### src/ssid_pkg.sv
// types and constants of the sorted set block
// no dependencies
`default_nettype none

package ssid_pkg;

  localparam int VALUE_W  = 32;
  localparam int STATUS_W = 3;
  localparam int COUNT_W  = 4;
  localparam int OUT_W    = 8;

  // operation codes carried on in_tuser
  localparam logic FUNC_ADD = 1'b0;
  localparam logic FUNC_DEL = 1'b1;

  typedef enum logic [STATUS_W-1:0] {
    ST_OK       = 3'd0,
    ST_FULL     = 3'd1,
    ST_DUP      = 3'd2,
    ST_EMPTY    = 3'd3,
    ST_NOTFOUND = 3'd4
  } status_t;

  // update command broadcast to every cell
  typedef struct packed {
    logic ins;
    logic del;
  } cell_cmd_t;

endpackage

`default_nettype wire

### src/ssid_cell.sv
// one slot of the sorted chain: holds a value, compares it, shifts with neighbors
// depends on ssid_pkg
`default_nettype none

module ssid_cell
  import ssid_pkg::*;
(
  input  wire                       clk,
  input  wire                       rst_n,
  input  wire cell_cmd_t            cmd,
  input  wire logic signed [VALUE_W-1:0] value,
  input  wire                       left_lt,
  input  wire logic signed [VALUE_W-1:0] left_entry,
  input  wire                       left_valid,
  input  wire logic signed [VALUE_W-1:0] right_entry,
  input  wire                       right_valid,
  output logic signed [VALUE_W-1:0] entry,
  output logic                      valid,
  output logic                      lt,
  output logic                      eq
);

  logic signed [VALUE_W-1:0] entry_r, entry_nxt;
  logic                      valid_r, valid_nxt;

  // compare against the broadcast value
  assign lt    = valid_r && (entry_r < value);
  assign eq    = valid_r && (entry_r == value);
  assign entry = entry_r;
  assign valid = valid_r;

  // cells below the insert or delete point keep; the rest shift
  always_comb begin
    entry_nxt = entry_r;
    valid_nxt = valid_r;
    if (cmd.ins) begin
      valid_nxt = left_valid;
      if (!lt) begin
        entry_nxt = left_lt ? value : left_entry;
      end
    end else if (cmd.del) begin
      valid_nxt = right_valid;
      if (!lt) begin
        entry_nxt = right_entry;
      end
    end
  end

  always_ff @(posedge clk) begin
    if (!rst_n) begin
      valid_r <= 1'b0;
    end else begin
      valid_r <= valid_nxt;
    end
  end

  always_ff @(posedge clk) begin
    entry_r <= entry_nxt;
  end

endmodule

`default_nettype wire

### src/sorted_set_insert_delete.sv
// Sorted set of signed 32-bit values, ascending, no duplicates, at most
// CAPACITY entries. Each input item (in_tuser 0 add, 1 delete) gives one
// result item with a status (ok, full, duplicate, empty, not found) and the
// count after the item, low 4 bits. Every cell of the
// chain compares its value with the item's value at once and shifts with its
// neighbor in the same edge, and the result sits in an output register, so an
// item is accepted each cycle unless the output is stalled. No clearing pass.
// depends on ssid_pkg and ssid_cell
`default_nettype none

module sorted_set_insert_delete
  import ssid_pkg::*;
#(
  parameter int CAPACITY = 8
) (
  input  wire              clk,
  input  wire              rst_n,
  input  wire              in_tvalid,
  output logic             in_tready,
  input  wire [VALUE_W-1:0] in_tdata,  // [31:0] value
  input  wire              in_tuser,   // [0] func
  output logic             out_tvalid,
  input  wire              out_tready,
  output logic [OUT_W-1:0] out_tdata   // [2:0] status, [6:3] count, [7] zero
);

  localparam int FILL_W = $clog2(CAPACITY + 1);

  logic                      accept;
  logic signed [VALUE_W-1:0] value;
  cell_cmd_t                 cmd;
  logic                      is_full, is_empty, dup;
  status_t                   status;

  logic [FILL_W-1:0]         fill_r, fill_nxt;
  logic                      out_valid_r, out_valid_nxt;
  logic [OUT_W-1:0]          out_data_r;

  logic signed [VALUE_W-1:0] c_entry [CAPACITY];
  logic [CAPACITY-1:0]       c_valid, c_lt, c_eq;

  assign accept = in_tvalid && in_tready;
  assign value  = $signed(in_tdata);

  // chain of cells, cell 0 holds the smallest value
  for (genvar i = 0; i < CAPACITY; i++) begin : g_cell
    logic                      l_lt, l_valid, r_valid;
    logic signed [VALUE_W-1:0] l_entry, r_entry;
    if (i == 0) begin : g_first
      assign l_lt    = 1'b1;
      assign l_valid = 1'b1;
      assign l_entry = value;
    end else begin : g_mid
      assign l_lt    = c_lt[i-1];
      assign l_valid = c_valid[i-1];
      assign l_entry = c_entry[i-1];
    end
    if (i == CAPACITY - 1) begin : g_last
      assign r_valid = 1'b0;
      assign r_entry = c_entry[i];
    end else begin : g_body
      assign r_valid = c_valid[i+1];
      assign r_entry = c_entry[i+1];
    end
    ssid_cell u_cell (
      .clk         (clk),
      .rst_n       (rst_n),
      .cmd         (cmd),
      .value       (value),
      .left_lt     (l_lt),
      .left_entry  (l_entry),
      .left_valid  (l_valid),
      .right_entry (r_entry),
      .right_valid (r_valid),
      .entry       (c_entry[i]),
      .valid       (c_valid[i]),
      .lt          (c_lt[i]),
      .eq          (c_eq[i])
    );
  end

  // decide the outcome of the item
  assign is_full  = (fill_r >= FILL_W'(CAPACITY));
  assign is_empty = (fill_r == '0);
  assign dup      = |c_eq;

  always_comb begin
    cmd      = '0;
    status   = ST_OK;
    fill_nxt = fill_r;
    if (in_tuser == FUNC_ADD) begin
      if (is_full) begin
        status = ST_FULL;
      end else if (dup) begin
        status = ST_DUP;
      end else begin
        cmd.ins  = accept;
        fill_nxt = fill_r + 1'b1;
      end
    end else begin
      if (is_empty) begin
        status = ST_EMPTY;
      end else if (!dup) begin
        status = ST_NOTFOUND;
      end else begin
        cmd.del  = accept;
        fill_nxt = fill_r - 1'b1;
      end
    end
  end

  // output register parts the two sides
  assign in_tready     = !out_valid_r || out_tready;
  assign out_valid_nxt = accept || (out_valid_r && !out_tready);

  always_ff @(posedge clk) begin
    if (!rst_n) begin
      fill_r      <= '0;
      out_valid_r <= 1'b0;
    end else begin
      out_valid_r <= out_valid_nxt;
      if (accept) begin
        fill_r <= fill_nxt;
      end
    end
  end

  always_ff @(posedge clk) begin
    if (accept) begin
      out_data_r <= {1'b0, COUNT_W'(fill_nxt), status};
    end
  end

  assign out_tvalid = out_valid_r;
  assign out_tdata  = out_data_r;

endmodule

`default_nettype wire

### config.mk
export PLATFORM = sky130hd
export DESIGN_NAME = sorted_set_insert_delete
export DESIGN_NICKNAME = d
export VERILOG_FILES = /design/src/ssid_pkg.sv /design/src/ssid_cell.sv /design/src/sorted_set_insert_delete.sv
export SDC_FILE = /design/constraint.sdc
export NUM_CORES = 1
export LEC_CHECK = 0
export BUFFER_PORTS_ARGS = -buffer_cell sky130_fd_sc_hd__buf_2
export CORE_AREA = 10 10 290 292
export DETAILED_ROUTE_END_ITERATION = 10
export DIE_AREA = 0 0 300 302
export SLEW_MARGIN = 30
export SYNTH_ARGS = -nofsm -noshare
export SYNTH_HDL_FRONTEND = slang
export SYNTH_SLANG_ARGS = --single-unit
### constraint.sdc
create_clock -name clk -period 6.4 [get_ports clk]
set_clock_uncertainty 0.05 [all_clocks]
set_input_delay 0.32 -clock clk [delete_from_list [all_inputs] [get_ports clk]]
set_output_delay 0.32 -clock clk [all_outputs]
set_load 0.02 [all_outputs]
==> results of run 1 <==
==> critical path: stages (launching register included) <==
cell and delay [ns]:
edfxtp_1 0.49, ha_1 0.35, nand4_1 0.17, nor4_2 0.85, nand4_1 0.15, and4_1 0.32
and2_1 0.38, o31a_1 0.67, nor2_4 0.61, buf_12 0.26
==> state kept, by name (all words and copies together), names as in the netlist <==
name	count
out_tvalid	1
out_tdata	7
g_cell.u_cell.valid	8
g_cell.u_cell.entry	256
fill_r	4
==> metal layers <==
layer	up-vias	track usage (%)	share of wire [%]
li1	7054	-	-
met2	502	20.6	44
met5	-	0	0.095
met1	7109	17.7	46
met4	8	4.05	2.9
met3	104	2.18	6.5
==> cells in the mapped netlist, types with 7 or more instances <==
cell type	instances
and4_1	7
dfxtp_1	13
clkbuf_1	58
mux2i_1	195
nand3_1	27
buf_2	37
nor4_1	8
a21oi_1	219
nor2b_1	11
nor2_1	157
mux2_2	34
nand2b_1	12
a211oi_1	8
nand4_1	54
a21o_1	25
inv_1	51
ha_1	258
o21ai_0	108
o211ai_1	10
a21boi_1	7
o21ai_1	32
a22oi_1	7
nor3_1	13
nand2_1	153
o21a_1	11
edfxtp_1	263
==> worst max-delay path by stage <==
stage | start | end | slack [ns]
4_1_cts | g_cell[6].u_cell.entry[30]$_DFFE_PP_ | g_cell[1].u_cell.entry[22]$_DFFE_PP_ | 1.86
5_1_grt | g_cell[6].u_cell.entry[30]$_DFFE_PP_ | g_cell[4].u_cell.entry[10]$_DFFE_PP_ | 1.57
2_1_floorplan | in_tdata[28] | g_cell[1].u_cell.entry[0]$_DFFE_PP_ | 1.86
3_5_place_dp | in_tdata[30] | g_cell[4].u_cell.entry[10]$_DFFE_PP_ | 1.61
6_report | g_cell[6].u_cell.entry[30]$_DFFE_PP_ | g_cell[1].u_cell.entry[23]$_DFFE_PP_ | 1.76
3_3_place_gp | in_tdata[30] | g_cell[4].u_cell.entry[8]$_DFFE_PP_ | 1.64
==> cell families (layout without fill, tap and decap cells) <==
kind of cell / Yosys count / count (layout) / synth area share [%]
fa+ha+maj: 258 / 258 / 16.6
flops: 276 / 276 / 42.0
buf+inv: 161 / 190 / 3.64
xor+xnor: 2 / 2 / 0.0902
mux: 232 / 232 / 12.3
simple gates: 476 / 476 / 11.6
compound gates: 465 / 465 / 13.7
other cells: 1 / 3 / 0.0193
==> power breakdown <==
group / internal [uW] / total (uW) / switching [uW] / leakage [uW]
sequential: 2100 / 2190 / 83.3 / 0.00255
combinational: 278 / 752 / 473 / 0.00546
clock: 1120 / 1930 / 812 / 0.000523
total: 3500 / 4870 / 1370 / 0.00853
==> through the flow <==
step	setup slack [ns]	utilization, %
2_1_floorplan	1.86	-
3_3_place_gp	1.64	26.6
3_5_place_dp	1.61	26.6
4_1_cts	1.86	28.0
5_1_grt	1.57	28.0
6_report	1.76	28.0
==> cell type report <==
cell class,count,area [um2]
antenna,2,5.00
clock buffer,46,947
clock inverter,16,126
fill,8275,56400
inverter,51,191
multi-input combinational,1434,10700
sequential,276,8160
tap,1050,1310
timing repair buffer,77,583
==> repair_timing <==
item / 4_1_cts / 5_1_grt
setup buffers: 0 / 0
hold buffers: 1 / 0
resized for setup: 0 / 0
hold endpoints to repair: 1 / 0
==> flow_summary_export.csv, run 1 <==
group,metric,value,unit
drt,viasPerCell,5.01,
cts,clkSinkCount,276,
cells_and_area,drive_above_1_share,9.95,%
yosys,synth_fp_nets,2166,
placed_design,placed_cells,2885,
placed_design,io_buffers,45,
worst_hold_path,holdCritPathClass,"in2reg",
drt,firstDrtPassIters,6,
cts,cts.clk_slew.worst_paths,0.06,ns
yosys,syn-instance-count,1871,
cts,cts-htree-levels,2,
setup_path,end_kind,"register",
cts,cts_inserted_buffers,35,
yosys,synthArstFlopShare,0,%
power,powerDensity,222,mW/mm2
placed_design,placed_area,0.0208,mm2
yosys,syn-cell-area,0.0194,mm2
setup_path,critPathKind,"reg2reg",
cts,clock_path_buffers,3,
sta,worst_slew_pin_slew,0.998,ns
floorplan,die-area,0.0906,mm2
sta,hold_viol_final,0,
floorplan,initial_core_util,24.8,%
cts,cts_tree,"built",
setup_path,start_kind,"register",
cells_and_area,layout_commonest_cell,"edfxtp_1",
grt,antenna_found_initial,9,
grt,track_usage,13.0,%
floorplan,ioPinCount,47,
yosys,synth_top_area_share,40.7,%
sta,fin_hold_ws,0.0917,ns
setup_path,ff2ff_setup_slack,1.76,ns
yosys,post-synth-top-area-cell,"edfxtp_1",
worst_hold_path,holdPathStages,3,
yosys,synth_cell_type_count,70,
cts,worst_skew_pair.late_latency,0.56,ns
yosys,ys.flop_type,"edfxtp_1",
sta,slew_headroom,32.1,%
drt,wire_per_inst,20.4,um
placed_design,dp_hpwl,43900,um
sta,post-route-period-util,72.5,%
cts,clk_root_buffer_cell,"clkbuf_16",
yosys,synth-edff-count,263,
run,max-cap-violations,0,
yosys,ys_seq_area_share,42.0,%
grt,grt-ovfl-total,0,
sta,min_period,4.64,ns
cells_and_area,nNetsFinal,2170,
setup_path,rr_startpoint,"g_cell[6].u_cell.entry[30]$_DFFE_PP_",
yosys,synth_area_leaders,"edfxtp_1 (41%), ha_1 (17%), mux2i_1 (10%), a21oi_1 (5.6%), nor2_1 (3.0%)",
setup_path,cp.required,6.58,ns
setup_path,worstPathArrival,4.82,ns
sta,finalSetupViolCount,0,
yosys,ys_ff_latch,276,
floorplan,row_count,103,
yosys,yosysWarnings,0,
grt,grt_max_degree,99,
cells_and_area,fin_cells,2952,
grt,grt_pass1_vias,14400,
drt,via_count,14800,
sta,rsz0062_at_grt,"no",
floorplan,die-width,300,um
power,peakVddDrop,0.147,mV
power,power,4870,uW
setup_path,worstPathMaxFanout,19,
cells_and_area,final_cell_mix,"edfxtp_1 (263), ha_1 (258), a21oi_1 (218)",
grt,grt_first_pass_wirelength,91100,um
worst_hold_path,holdPathEnd,"out_tvalid$_SDFF_PN0_",
sta,clock.fmax,0.216,GHz
cells_and_area,final_area,0.0220,mm2
floorplan,core-area,0.0784,mm2
power,p_leak,0.00853,uW
outcome,outcome,"finished clean",
drt,finalWirelength,60200,um
floorplan,die_h,302,um
worst_hold_path,hp-start,"out_tready",
placed_design,gp_congestion,0.884,
setup_path,r2r_cells,9,
drt,drc,0,
sta,slew_violations,0,
sta,setup_tns,0,ns
drt,antenna_left,0,
setup_path,r2r_end,"g_cell[1].u_cell.entry[23]$_DFFE_PP_",
yosys,syn_avg_cell_area,10.4,um2
drt,initialDrtViolationCount,1264,
cells_and_area,syn_to_final_growth,13.2,%
No activity file was read; power rests on OpenSTA's default activity.
==> run 2, diff against run 1 <==
==> constraint.sdc (replaced) <==
create_clock -name clk -period 4.8 [get_ports clk]
set_clock_uncertainty 0.05 [all_clocks]
set_input_delay 0.24 -clock clk [delete_from_list [all_inputs] [get_ports clk]]
set_output_delay 0.24 -clock clk [all_outputs]
set_load 0.02 [all_outputs]
==> flow_summary_export.csv, run 2 (synthesis results as in run 1) <==
group,metric,value,unit
drt,viasPerCell,5.03,
floorplan,row_count,103,
setup_path,end_kind,"register",
cts,cts_tree,"built",
drt,drc,0,
cells_and_area,nNetsFinal,2185,
cts,cts.clk_slew.worst_paths,0.06,ns
cts,cts_setup_buffers,0,
drt,via_count,14900,
drt,initialDrtViolationCount,1487,
sta,post-route-period-util,81.1,%
sta,slew_violations,0,
worst_hold_path,holdPathStages,3,
cells_and_area,final_area,0.0222,mm2
sta,slew_headroom,42.0,%
placed_design,dp_hpwl,44700,um
sta,rsz0062_at_grt,"no",
cells_and_area,layout_commonest_cell,"edfxtp_1",
run,max-cap-violations,0,
drt,wl_met3,4620,um
setup_path,start_kind,"register",
cells_and_area,syn_to_final_growth,14.1,%
drt,wire_per_inst,20.4,um
cts,cts_inserted_buffers,35,
placed_design,placed_area,0.0210,mm2
cts,worst_skew_pair.late_latency,0.57,ns
cts,cts-htree-levels,2,
sta,min_period,3.89,ns
setup_path,cp_slowest_cell,"nor4_1",
cts,clk_root_buffer_cell,"clkbuf_16",
cells_and_area,drive_above_1_share,10.7,%
grt,grt_max_degree,193,
worst_hold_path,holdPathEnd,"fill_r[2]$_SDFFE_PN0P_",
grt,antenna_found_initial,12,
drt,firstDrtPassIters,5,
sta,finalSetupViolCount,0,
worst_hold_path,hp-start,"rst_n",
setup_path,critPathKind,"reg2reg",
setup_path,slowest_delay,0.68,ns
power,peakVddDrop,0.207,mV
floorplan,die-area,0.0906,mm2
drt,routedLengthMet1,27500,um
setup_path,r2r_cells,10,
cells_and_area,fill_cells,8277,
drt,finalWirelength,60400,um
placed_design,io_buffers,45,
sta,clock.fmax,0.257,GHz
setup_path,r2r_end,"g_cell[5].u_cell.entry[26]$_DFFE_PP_",
cells_and_area,final_cell_mix,"edfxtp_1 (263), ha_1 (258), a21oi_1 (218)",
cts,clkSinkCount,276,
setup_path,cp.required,4.95,ns
worst_hold_path,holdCritPathClass,"in2reg",
setup_path,crit_top_cell,"buf_4",
floorplan,initial_core_util,24.8,%
sta,hold_viol_final,0,
floorplan,die_h,302,um
floorplan,ioPinCount,47,
floorplan,core-area,0.0784,mm2
power,powerDensity,299,mW/mm2
cts,cts-hold-fix-buffers,2,
grt,grt_first_pass_wirelength,91300,um
cells_and_area,fin_cells,2965,
cts,clock_path_buffers,3,
setup_path,worstPathMaxFanout,18,
cells_and_area,largest_reg_flops,256,
drt,wl_met2,26400,um
cts,ctsResizeCount,0,
sta,setup_tns,0,ns
setup_path,worstPathArrival,4.04,ns
grt,track_usage,13.0,%
floorplan,die-width,300,um
grt,grt-ovfl-total,0,
drt,routed.top_layer,"met5",
cells_and_area,diodes,0,
drt,antenna_left,0,
power,p_leak,0.00864,uW
placed_design,gp_congestion,0.901,
outcome,outcome,"finished clean",
setup_path,rr_startpoint,"g_cell[3].u_cell.entry[31]$_DFFE_PP_",
setup_path,ff2ff_setup_slack,0.91,ns
placed_design,placed_cells,2901,
grt,grt_pass1_vias,14500,
setup_path,crit_chain,"ha_1 -> nand4_1 -> nor4_1 -> and3b_1 -> nor4_2 -> and2_1 -> buf_4 -> nor3_4 -> o21a_2 -> buf_4",
sta,worst_slew_pin_slew,0.863,ns
## run 2: cell count changes in the layout (fill, tap and decap cells not counted), moves of 2 or more
cell	before	now
buf_4	23	35
clkbuf_8	3	0
buf_12	6	10
bufinv_16	2	5
clkbuf_1	8	5
buf_16	2	0
diode_2	2	0
inv_6	1	3
## run 2: per-layer routing
metal | GRT usage (%) | vias up
li1 | - | 7084
met1 | 17.9 | 7199
met2 | 20.1 | 515
met3 | 3.04 | 108
met4 | 3.76 | 12
met5 | 0 | -
## run 2: final cells by class
cell class | count | area, um2 | area share [%]
clock inverters | 22 | 239 | 1.08
flip-flops and latches | 276 | 8160 | 36.8
multi-input cells | 1434 | 10700 | 48.1
well taps | 1050 | 1310 | 5.93
repair buffers | 92 | 708 | 3.20
clock buffers | 40 | 895 | 4.04
inverters | 51 | 191 | 0.864
## run 2: worst max-delay path by stage
stage          cells after the start                                   end                            startpoint
2_1_floorplan                     12   g_cell[1].u_cell.entry[0]$_DFFE_PP_                          in_tdata[28]
3_3_place_gp                      12   g_cell[5].u_cell.entry[6]$_DFFE_PP_                          in_tdata[31]
3_5_place_dp                      12  g_cell[5].u_cell.entry[22]$_DFFE_PP_                          in_tdata[31]
4_1_cts                           10  g_cell[5].u_cell.entry[26]$_DFFE_PP_  g_cell[3].u_cell.entry[31]$_DFFE_PP_
5_1_grt                           10  g_cell[5].u_cell.entry[26]$_DFFE_PP_  g_cell[2].u_cell.entry[30]$_DFFE_PP_
6_report                          10  g_cell[5].u_cell.entry[26]$_DFFE_PP_  g_cell[3].u_cell.entry[31]$_DFFE_PP_
## run 2: critical path, delay by kind of cell (launching register included)
family / cells / cell delay, ns
AO/OA/AOI/OAI: 1 / 0.19
adder cells (fa/ha/maj): 1 / 0.40
buffers and inverters: 2 / 0.55
flip-flops: 1 / 0.47
AND/OR/NAND/NOR: 6 / 1.85
## run 2: stage by stage
step	utilization [%]	setup WS, ns	power, uW	hold slack, ns
floorplan	-	0.338	3610	0.329
finish	28.3	0.908	6630	0.0442
global placement	26.8	0.823	3940	0.472
global route	28.3	0.825	6920	0.0317
CTS	28.3	0.949	6670	0.0118
detailed placement	26.8	0.793	3960	0.472
## run 2: where the power goes
group / switching [uW] / internal, uW
logic: 629 / 379
registers: 113 / 2800
clock network: 1100 / 1610
==> run 3, diff against run 2 <==
--- a/config.mk
+++ b/config.mk
@@ -5,10 +5,11 @@
 export SDC_FILE = /design/constraint.sdc
 export NUM_CORES = 1
 export LEC_CHECK = 0
+export ABC_AREA = 1
 export BUFFER_PORTS_ARGS = -buffer_cell sky130_fd_sc_hd__buf_2
-export CORE_AREA = 10 10 290 292
+export CORE_AREA = 10 10 302 304
 export DETAILED_ROUTE_END_ITERATION = 10
-export DIE_AREA = 0 0 300 302
+export DIE_AREA = 0 0 312 314
 export SLEW_MARGIN = 30
 export SYNTH_ARGS = -nofsm -noshare
 export SYNTH_HDL_FRONTEND = slang
==> constraint.sdc (replaced) <==
create_clock -name clk -period 3.9 [get_ports clk]
set_clock_uncertainty 0.05 [all_clocks]
set_input_delay 0.195 -clock clk [delete_from_list [all_inputs] [get_ports clk]]
set_output_delay 0.195 -clock clk [all_outputs]
set_load 0.02 [all_outputs]
==> flow_summary_export.csv, run 3 <==
group,metric,value,unit
outcome,outcome,"finished clean",
sta,rsz0062_at_grt,"no",
setup_path,end_kind,"register",
power,peakVddDrop,0.212,mV
sta,finalSetupViolCount,0,
cells_and_area,multi_input_area,0.0113,mm2
power,seqPwrFrac,44.1,%
yosys,synth_area_leaders,"edfxtp_1 (37%), nand2_1 (17%), ha_1 (15%), nand4_1 (5.7%), nand3_1 (5.6%)",
setup_path,worstPathArrival,3.45,ns
cts,clk_root_buffer_cell,"clkbuf_16",
cells_and_area,nNetsFinal,3095,
cts,ctsResizeCount,0,
power,power_frac_clock,37.2,%
drt,antenna_left,0,
yosys,post-synth-top-area-cell,"edfxtp_1",
cells_and_area,layout_commonest_cell,"nand2_1",
yosys,synthArstFlopShare,0,%
power,powerDensity,335,mW/mm2
run,max-cap-violations,0,
yosys,synth_fp_nets,3040,
floorplan,die_h,314,um
grt,grt-ovfl-total,0,
cells_and_area,syn_to_final_growth,14.2,%
sta,clock.fmax,0.311,GHz
floorplan,die-width,312,um
power,swShare,29.4,%
grt,track_usage,11.4,%
grt,grt_pass1_vias,17400,
drt,finalWirelength,58100,um
worst_hold_path,holdPathEnd,"g_cell[0].u_cell.entry[12]$_DFFE_PP_",
floorplan,initial_core_util,24.9,%
setup_path,critPathKind,"reg2reg",
floorplan,die-area,0.0980,mm2
drt,firstDrtPassIters,5,
setup_path,worstPathMaxFanout,92,
grt,grt_max_degree,93,
sta,post-route-period-util,82.6,%
placed_design,place_ws,0.233,ns
drt,via_count,18100,
yosys,yosysMostFrequentCell,"nand2_1",
yosys,synth_common_cells,"nand2_1 (935), edfxtp_1 (263), ha_1 (258), inv_1 (251), nand3_1 (238)",
setup_path,cp.required,4.13,ns
cells_and_area,register_area,0.00816,mm2
drt,drc,0,
sta,min_period,3.22,ns
cts,cts-htree-levels,2,
grt,antenna_found_initial,1,
cts,clkSinkCount,276,
worst_hold_path,holdCritPathClass,"in2reg",
cells_and_area,final_cell_mix,"nand2_1 (935), edfxtp_1 (263), ha_1 (258)",
cells_and_area,diodes,0,
power,p_leak,0.0112,uW
power,power,8090,uW
cells_and_area,fin_util,28.5,%
cts,cts_tree,"built",
worst_hold_path,holdPathStages,3,
drt,wire_per_inst,14.6,um
cts,cts_inserted_buffers,34,
yosys,synth_top_area_share,37.3,%
setup_path,start_kind,"register",
grt,grt_first_pass_wirelength,93400,um
yosys,syn_avg_cell_area,7.71,um2
placed_design,io_buffers,45,
yosys,ys_seq_area_share,38.5,%
cts,worst_skew_pair.late_latency,0.55,ns
cells_and_area,largest_reg_flops,256,
setup_path,r2r_end,"g_cell[0].u_cell.entry[5]$_DFFE_PP_",
power,intPower,5710,uW
cells_and_area,drive_above_1_share,7.79,%
setup_path,rr_startpoint,"g_cell[2].u_cell.entry[31]$_DFFE_PP_",
yosys,syn-cell-area,0.0212,mm2
sta,setup_ws,0.680,ns
drt,initialDrtViolationCount,1074,
cts,cts.clk_slew.worst_paths,0.06,ns
yosys,syn-instance-count,2745,
placed_design,dp_hpwl,44800,um
placed_design,placed_cells,3904,
setup_path,ff2ff_setup_slack,0.68,ns
cells_and_area,fill_cells,9171,
yosys,ys.flop_type,"edfxtp_1",
sta,hold_viol_final,0,
placed_design,gp_congestion,0.825,
floorplan,row_count,107,
power,power_frac_comb,18.7,%
yosys,ys_ff_latch,276,
yosys,synth-edff-count,263,
floorplan,ioPinCount,47,
setup_path,r2r_cells,14,
drt,viasPerCell,4.56,
yosys,synth_cell_type_count,30,
floorplan,core-area,0.0849,mm2
worst_hold_path,hp-start,"in_tdata[12]",
cts,clock_path_buffers,3,
sta,slew_violations,0,
yosys,yosysWarnings,0,
power,power_switching,2370,uW
cells_and_area,fin_cells,3969,
-- run 3: stage by stage --
stage | hold WS, ns | setup TNS [ns] | instance area (um2)
3_3_place_gp | 0.396 | 0 | 23100
6_report | 0.0325 | 0 | 24200
5_1_grt | 0.0457 | 0 | 24200
3_5_place_dp | 0.405 | 0 | 23100
4_1_cts | 0.00703 | 0 | 24200
2_1_floorplan | 0.279 | -53.85 | 21200
-- run 3: kinds of logic (layout without fill, tap and decap cells) --
group                    after synthesis  in the layout  synth area share [%]
AND/OR/NAND/NOR                     1521           1521                  31.0
adder cells (fa/ha/maj)              258            258                  15.3
flip-flops                           276            276                  38.5
XOR/XNOR                               1              1                0.0414
AO/OA/AOI/OAI                        268            268                  6.52
buffers and inverters                420            500                  8.60
other                                  1              1                0.0177
-- run 3: final cells by class --
| class | instances | share of cell area [%] |
|---|---|---|
| clock buffer | 43 | 3.79 |
| timing repair buffer | 155 | 4.75 |
| multi-input combinational | 2049 | 46.8 |
| tap | 1144 | 5.92 |
| sequential | 276 | 33.8 |
| inverter | 284 | 4.41 |
| clock inverter | 18 | 0.523 |
-- run 3: power groups by stage --
stage | clock network [uW] | registers (uW) | logic (uW)
global route | 3200 | 3580 | 1730
floorplan | 0 | 3610 | 1050
global placement | 0 | 3630 | 1480
CTS | 3090 | 3570 | 1520
detailed placement | 0 | 3630 | 1510
finish | 3010 | 3570 | 1510
-- run 3: timing repair --
action                                 in CTS  in global routing
hold buffers                                4                  0
endpoints found under the hold margin       5                  0
setup endpoints to repair                   0                  0
buffers inserted                            0                  0
-- run 3: worst max-delay path: stages (launching register included) --
cell and delay, ns:
edfxtp_1 0.42, ha_1 0.33, nand2_1 0.09, nor2_1 0.15, nand2_1 0.08, nor2_1 0.21, nand2_1 0.11, nand2_1 0.18
nor2_4 0.08, nand2_4 0.12, nor2_4 0.06, nand3_4 0.09, buf_12 0.34, buf_4 0.39, o21ai_0 0.13
-- run 3: worst max path at each step --
stage	from	to	slack, ns	depth (start not counted)
after floorplan	in_tdata[31]	g_cell[6].u_cell.entry[0]$_DFFE_PP_	-0.24	14
after global placement	in_tdata[18]	g_cell[6].u_cell.entry[4]$_DFFE_PP_	0.33	16
after detailed placement	in_tdata[18]	g_cell[0].u_cell.entry[5]$_DFFE_PP_	0.23	16
after CTS	g_cell[0].u_cell.entry[19]$_DFFE_PP_	g_cell[0].u_cell.entry[5]$_DFFE_PP_	0.67	14
after global routing	g_cell[0].u_cell.entry[31]$_DFFE_PP_	g_cell[0].u_cell.entry[4]$_DFFE_PP_	0.44	14
final	g_cell[2].u_cell.entry[31]$_DFFE_PP_	g_cell[0].u_cell.entry[5]$_DFFE_PP_	0.68	14
-- run 3: layer usage --
layer	global-route usage (%)	routed length, um	vias to the layer above
met4	3.39	1390	2
met1	14.7	27300	8223
met5	0	18	-
met2	19.7	27300	342
met3	1.52	2130	72
li1	-	-	9456
